`src/rtl/grid_ring_free_cell_search_assert.svh`:
```
// Assertion macros for the free cell search block.
// Used by the controller; relies on clk_i and rst_ni in the including module.
`ifndef GRID_RING_FREE_CELL_SEARCH_ASSERT_SVH
`define GRID_RING_FREE_CELL_SEARCH_ASSERT_SVH
`ifndef SYNTHESIS
`define GRFCS_ASSERT_IMP(lbl, ante, cons, msg) \
  lbl: assert property (@(posedge clk_i) disable iff (!rst_ni) (ante) |-> (cons)) \
    else $error(msg);
`define GRFCS_ASSERT_NXT(lbl, ante, cons, msg) \
  lbl: assert property (@(posedge clk_i) disable iff (!rst_ni) (ante) |=> (cons)) \
    else $error(msg);
`else
`define GRFCS_ASSERT_IMP(lbl, ante, cons, msg)
`define GRFCS_ASSERT_NXT(lbl, ante, cons, msg)
`endif
`endif

```
`src/rtl/grfcs_pkg.sv`:
```
// Shared types and constants of the free cell search block.
// No dependencies; used by the controller, datapath and top level.
`default_nettype none

package grfcs_pkg;

  localparam int unsigned MAP_SIDE_DEF  = 256;
  localparam int unsigned ZONE_BITS_DEF = 8;

  // signed ring coordinate width, covers -255 .. 510
  localparam int unsigned CW = 10;

  localparam int unsigned CFG_IDX_W = 1;

  localparam logic [CFG_IDX_W-1:0] REG_MAX_X = 1'b0;
  localparam logic [CFG_IDX_W-1:0] REG_MAX_Y = 1'b1;

  localparam logic REQ_WRITE  = 1'b0;
  localparam logic REQ_SEARCH = 1'b1;

  typedef enum logic [1:0] {
    DIR_RIGHT = 2'd0,
    DIR_DOWN  = 2'd1,
    DIR_LEFT  = 2'd2,
    DIR_UP    = 2'd3
  } dir_e;

  typedef struct packed {
    logic       req_type;
    logic [7:0] x;
    logic [7:0] y;
    logic       locked;
    logic [7:0] zone;
    logic [8:0] radius;
    logic       match_zone;
  } req_t;

  typedef struct packed {
    logic       found;
    logic [7:0] result_x;
    logic [7:0] result_y;
  } rsp_t;

  typedef struct packed {
    logic clear;     // write zero at sweep address, advance sweep
    logic latch;     // take the input beat, set walker to start cell
    logic write;     // store the latched cell
    logic issue;     // read walker cell, advance walker
    logic res_hit;   // result is the checked cell
    logic res_miss;  // result echoes the request
    logic out_load;  // move result into output register
  } cmd_t;

  typedef struct packed {
    logic clr_done;
    logic hit;
    logic pend_v;
    logic pend_last;
  } sts_t;

endpackage

`default_nettype wire

```
`src/rtl/grfcs_ctrl.sv`:
```
// Controller of the free cell search block: clear sweep, dispatch, scan, output.
// Depends on grfcs_pkg and grid_ring_free_cell_search_assert.svh.
`default_nettype none
`include "grid_ring_free_cell_search_assert.svh"

module grfcs_ctrl (
  input  wire logic            clk_i,
  input  wire logic            rst_ni,
  input  wire logic            in_valid_i,
  input  wire logic            in_req_type_i,
  output logic                 in_stall_o,
  output logic                 out_valid_o,
  input  wire logic            out_stall_i,
  input  wire grfcs_pkg::sts_t sts_i,
  output grfcs_pkg::cmd_t      cmd_o
);

  typedef enum logic [4:0] {
    ST_CLEAR = 5'b00001,
    ST_IDLE  = 5'b00010,
    ST_WRITE = 5'b00100,
    ST_RING  = 5'b01000,
    ST_DONE  = 5'b10000
  } state_e;

  state_e state_d, state_q;
  logic   out_valid_d, out_valid_q;
  logic   accept;
  logic   out_free;

  assign accept      = in_valid_i && (state_q == ST_IDLE);
  assign out_free    = !out_valid_q || !out_stall_i;
  assign in_stall_o  = (state_q != ST_IDLE);
  assign out_valid_o = out_valid_q;

  always_comb begin
    state_d     = state_q;
    out_valid_d = out_valid_q;
    cmd_o       = '0;
    if (out_valid_q && !out_stall_i) begin
      out_valid_d = 1'b0;
    end
    unique case (state_q)
      ST_CLEAR: begin
        cmd_o.clear = 1'b1;
        if (sts_i.clr_done) begin
          state_d = ST_IDLE;
        end
      end
      ST_IDLE: begin
        if (accept) begin
          cmd_o.latch = 1'b1;
          state_d = (in_req_type_i == grfcs_pkg::REQ_SEARCH) ? ST_RING : ST_WRITE;
        end
      end
      ST_WRITE: begin
        cmd_o.write    = 1'b1;
        cmd_o.res_miss = 1'b1;
        state_d        = ST_DONE;
      end
      ST_RING: begin
        // check the cell read last cycle while reading the next one
        priority if (sts_i.hit) begin
          cmd_o.res_hit = 1'b1;
          state_d       = ST_DONE;
        end else if (sts_i.pend_v && sts_i.pend_last) begin
          cmd_o.res_miss = 1'b1;
          state_d        = ST_DONE;
        end else begin
          cmd_o.issue = 1'b1;
        end
      end
      ST_DONE: begin
        if (out_free) begin
          cmd_o.out_load = 1'b1;
          out_valid_d    = 1'b1;
          state_d        = ST_IDLE;
        end
      end
      default: begin
        state_d = ST_IDLE;
      end
    endcase
  end

  always_ff @(posedge clk_i or negedge rst_ni) begin
    if (!rst_ni) begin
      state_q     <= ST_CLEAR;
      out_valid_q <= 1'b0;
    end else begin
      state_q     <= state_d;
      out_valid_q <= out_valid_d;
    end
  end

  `GRFCS_ASSERT_NXT(a_dispatch, accept, (state_q == ST_WRITE) || (state_q == ST_RING), "accepted beat not dispatched")
  `GRFCS_ASSERT_NXT(a_done_holds, (state_q == ST_DONE) && out_valid_q && out_stall_i, state_q == ST_DONE, "result dropped while output busy")
  `GRFCS_ASSERT_IMP(a_done_entry, $rose(state_q == ST_DONE), $past(cmd_o.res_hit || cmd_o.res_miss), "done without a result")

endmodule

`default_nettype wire

```
`config.mk`:
```
export PLATFORM = sky130hd
export DESIGN_NAME = grfcs_ctrl
export DESIGN_NICKNAME = d
export VERILOG_FILES = /design/src/rtl/grfcs_pkg.sv /design/src/rtl/grfcs_ctrl.sv
export VERILOG_INCLUDE_DIRS = /design/src /design/src/rtl
export SDC_FILE = /design/constraint.sdc
export NUM_CORES = 1
export LEC_CHECK = 0
export ABC_AREA = 1
export BUFFER_PORTS_ARGS = -buffer_cell sky130_fd_sc_hd__buf_2
export CORE_AREA = 2 2 39 41
export DETAILED_ROUTE_END_ITERATION = 16
export DIE_AREA = 0 0 41 43
export PLACE_DENSITY = 0.66
export SYNTH_ARGS = -nofsm -noshare
export SYNTH_HDL_FRONTEND = slang
export SYNTH_SLANG_ARGS = --single-unit
```
`constraint.sdc`:
```
create_clock -name clk_i -period 3.48 [get_ports clk_i]
set_clock_uncertainty 0.05 [all_clocks]
set_input_delay 0.348 -clock clk_i [delete_from_list [all_inputs] [get_ports clk_i]]
set_output_delay 0.348 -clock clk_i [all_outputs]
set_load 0.02 [all_outputs]
```
Word level (Yosys, flattened, before mapping)
Index checks and enable logic that the tools add are counted.
W data, S select, Z words.
{"block": "word_totals", "register_bits": 6, "latch_bits": 0, "ramBits": 0, "rom_bits": 0, "elab_cells": 42, "memories": 0}
{"block": "classes", "n_addsub": 0, "mul": 0, "div_mod_pow": 0, "n_lt_le_gt_ge": 0, "eq_ne": 10, "shifts": 0, "muxes": 23, "bitwise": 0, "reduce_logical": 7}
{"operator": "$mux W5", "count": 5}
{"operator": "$pmux W5 S5", "count": 1}
{"operator": "$mux W1", "count": 14}
{"operator": "$ne A2 B2 Y1 const B", "count": 3}
{"operator": "$eq A5 B1 Y1 const B", "count": 1}
{"operator": "$eq A5 B2 Y1 const B", "count": 1}
{"operator": "$eq A5 B3 Y1 const B", "count": 1}
{"operator": "$eq A5 B4 Y1 const B", "count": 1}
{"operator": "$eq A5 B5 Y1 const B", "count": 1}
{"operator": "$ne A5 B2 Y1 const B", "count": 1}
{"operator": "$mux W4", "count": 1}
{"operator": "$reduce_and A4 Y1", "count": 1}
{"operator": "$logic_and A1 B1 Y1", "count": 3}
{"operator": "$ne A3 B3 Y1 const B", "count": 1}
{"operator": "$logic_not A1 Y1", "count": 2}
{"operator": "$mux W2", "count": 1}
{"operator": "$pmux W1 S2", "count": 1}
{"operator": "$logic_or A1 B1 Y1", "count": 1}

Depth between registers and ports, before layout
{"block": "depth", "word_depth": 5, "mapped_depth": 8}

Least setup slack after synthesis
Ideal clock, no wire load.
{"block": "synth_timing", "path_type": "flip-flop to output port", "from": "register state_q[1]", "to": "output port cmd_o[1] (netlist name)", "arrival_ns": 1.210, "slack_ns": 1.872, "stages_incl_launch_ff": 6, "n_path_buf": 0, "cell_sequence": "dfrtp_1 > inv_1 > nand2_1 > nor2_1 > nand2_1 > o21ai_0"}
{"item": "start, declared", "line_no": "grfcs_ctrl.sv:26", "source": "state_e state_d, state_q;"}
{"item": "start signal, assigned", "line_no": "grfcs_ctrl.sv:91", "source": "state_q <= state_d;"}
{"item": "end, declared", "line_no": "grfcs_ctrl.sv:15", "source": "output grfcs_pkg::cmd_t cmd_o"}

==> results_dict.tcl <==
set metrics [dict create \
    crit_arrival_ns 1.34 \
    netlist_top_cells_area "dfrtp_1 30%, nand2_1 12%, inv_1 11%" \
    vias 428 \
    slew_violations 0 \
    yosys.area.top_type_share_pct 30.5 \
    path_clk_slew_ns 0.05 \
    htreeDepth 1 \
    drt_iter0_markers 4 \
    period_share_pct 50.0 \
    fin_tns_setup_ns 0 \
    grt_antenna_before_repair 0 \
    boundaryPins 18 \
    synth_area_um2 410 \
    drc 0 \
    synth_cell_types 16 \
    first_pass_iters 4 \
    crit_top_cell "nand2_1" \
    synth_edf_count 0 \
    cts_setup_buffers 0 \
    portBuffers 17 \
    netlist_instances 58 \
    rsz0062_at_grt "false" \
    drv_cap 0 \
    cts-buffers-inserted 3 \
    critPathSlowestCell "dfrtp_1" \
    gp_congestion 0.752 \
    setup_violations 0 \
    grt_max_degree 7 \
    fillers 148 \
    viasPerCell 4.46 \
    clock_sinks 6 \
    cp.required_ns 3.08 \
    power_w 0.000461 \
    synthXorXnorAreaFrac_pct 0 \
    hpwlAfterDp_um 698 \
    clkLatencyLatePin_ns 0.25 \
    synth_area_per_cell_um2 7.08 \
    core_area_mm2 0.00138 \
    syn_to_final_growth_pct 34.5 \
    critPathLaunchType "flop" \
    hold_viol 0 \
    synthMuxAreaShare_pct 0 \
    clock_path_buffers 2 \
    grt_pass1_wl_mm 1.37 \
    worst_hold_slack_ns 0.281 \
    syn-num-nets 67 \
    cp_top_family "flip-flops" \
    num_rows 14 \
    dieArea_mm2 0.00176 \
    p_per_area_mw_per_mm2 836 \
    ir_drop_v 0.000435 \
    slowest_delay_ns 0.42 \
    critPathBufInv 2 \
    crit_fanout 5 \
    final_nets 90 \
    relSlewSlack_pct 87.5 \
    cts.repair.resized 0 \
    grt_pass1_vias 375 \
    crit_path_end_kind "primary output" \
    root_buffer "clkbuf_4" \
    min_period_ns 1.74 \
    layout-drive-gt1-share_pct 38.8 \
    drtAntennaViolNets 0 \
    synth-seq-area-share_pct 36.9 \
    power.leakage_nw 0.357 \
    synthAdderAreaFrac_pct 0 \
    fmax_mhz 575 \
    worstMarginPinSlew_ns 0.187 \
    totalWireLength_um 789 \
    gr-total-overflow 0 \
    synth_top_flop_cell "dfrtp_1" \
    synth_top_family_by_area "simple AND/OR/NAND/NOR gates" \
    hold_buffers 1 \
    yosys.area.top_type "dfrtp_1" \
    crit_type "flop to primary output" \
    status "finished clean" \
    synth_compound_area_share_pct 2.44 \
    yosys_warnings 0 \
    antennaDiodeCount 0 \
    wl_per_cell_um 8.22 \
    synthSimpleGateAreaFrac_pct 48.5 \
    grt_use_total_pct 12.0 \
    die_w_um 41 \
    synth-seq-cells 6 \
    die_h_um 43 \
    cts_tree "built" \
    synth.most_common_cell "nand2_1" \
    min_path_type "primary input to flop" \
    synthTopCellsByCount "13 x nand2_1, 12 x inv_1, 10 x nor2_1" \
    synth-async-reset-ratio_pct 100 \
    start_util_pct 29.7 \
    path_cells "inv_1 > nand2_1 > nor2_1 > nand2_1 > o21ai_0 > buf_2" \
]
where the power goes:
group          internal, W  leakage [nW]  total (W)  switching (W)
combinational    0.0000908         0.267   0.000265       0.000174
clock            0.0000434        0.0150  0.0000681      0.0000247
sequential       0.0000980        0.0757   0.000128      0.0000304
total             0.000232         0.357   0.000461       0.000229
flip-flops by register name (all words and copies together) (netlist names):
register and count:
state_q 5, out_valid_o 1
routing by layer:
| metal | vias to the layer above | routed length (µm) | GRT usage, % |
|---|---|---|---|
| met2 | 18 | 374 | 16.6 |
| met5 | - | 0 | 0 |
| li1 | 224 | - | - |
| met1 | 184 | 337 | 14.7 |
| met3 | 2 | 60 | 3.14 |
| met4 | 0 | 17 | 10.0 |
path summary, 6_finish.rpt:
| check | startpoint | end | slack (ns) | cells after the start |
|---|---|---|---|---|
| max in group asynchronous | rst_ni | state_q[0] | 2.75 | 2 |
| worst max-delay path | state_q[1] | cmd_o[1] | 1.74 | 6 |
| worst min register to register | out_valid_o | out_valid_o | 0.45 | 2 |
| min in group asynchronous | rst_ni | state_q[1] | 0.41 | 2 |
| worst min-delay path | out_stall_i | out_valid_o | 0.28 | 3 |
| worst max register to register | state_q[0] | state_q[4] | 2.14 | 7 |
placed cells by master (no fill, tap or decap):
| master | instances |
|---|---|
| buf_2 | 17 |
| nand2_1 | 13 |
| inv_1 | 12 |
| nor2_1 | 10 |
| dfrtp_1 | 5 |
| nand4_1 | 3 |
| clkbuf_4 | 3 |
| nor2_4 | 2 |
| nand3_2 | 2 |
| nand3_1 | 2 |
| nand2_2 | 2 |
| nor2_2 | 1 |
| o21ai_0 | 1 |
| a21oi_1 | 1 |
| nand4_2 | 1 |
| clkinv_2 | 1 |
| nor3_2 | 1 |
| clkbuf_1 | 1 |
| dlygate4sd3_1 | 1 |
| dfstp_2 | 1 |
layout make-up:
cell class                      count  area [µm²]  share of cell area, %
Multi-Input combinational cell     39         209                   37.9
Sequential cell                     6         151                   27.4
Timing Repair Buffer               18        95.1                   17.2
Inverter                           13        50.0                   9.07
Clock buffer                        4        26.3                   4.76
Tap cell                           16        20.0                   3.63
metrics by stage:
step | utilization [%] | instances | instance area [µm²] | setup WS (ns)
3_5_place_dp | 37.3 | 91 | 515 | 1.99
4_1_cts | 39.9 | 96 | 552 | 1.72
5_1_grt | 39.9 | 96 | 552 | 1.54
3_3_place_gp | 37.3 | 91 | 515 | 2.04
2_1_floorplan | - | 58 | 410 | 1.87
6_report | 39.9 | 96 | 552 | 1.74
worst register-to-register path, stage by stage (launching register included):
cell,delay (ns)
dfstp_2,0.53
inv_1,0.05
nor2_1,0.14
nand4_2,0.12
nand2_1,0.17
nor2_4,0.06
nand2_1,0.06
nand2_1,0.04
cell families (layout without fill, tap and decap cells):
group	after synthesis	in the layout
buffers and inverters	13	35
AND/OR/NAND/NOR	37	37
AO/OA/AOI/OAI	2	2
flip-flops	6	6
(Power assumes the default switching activity.)
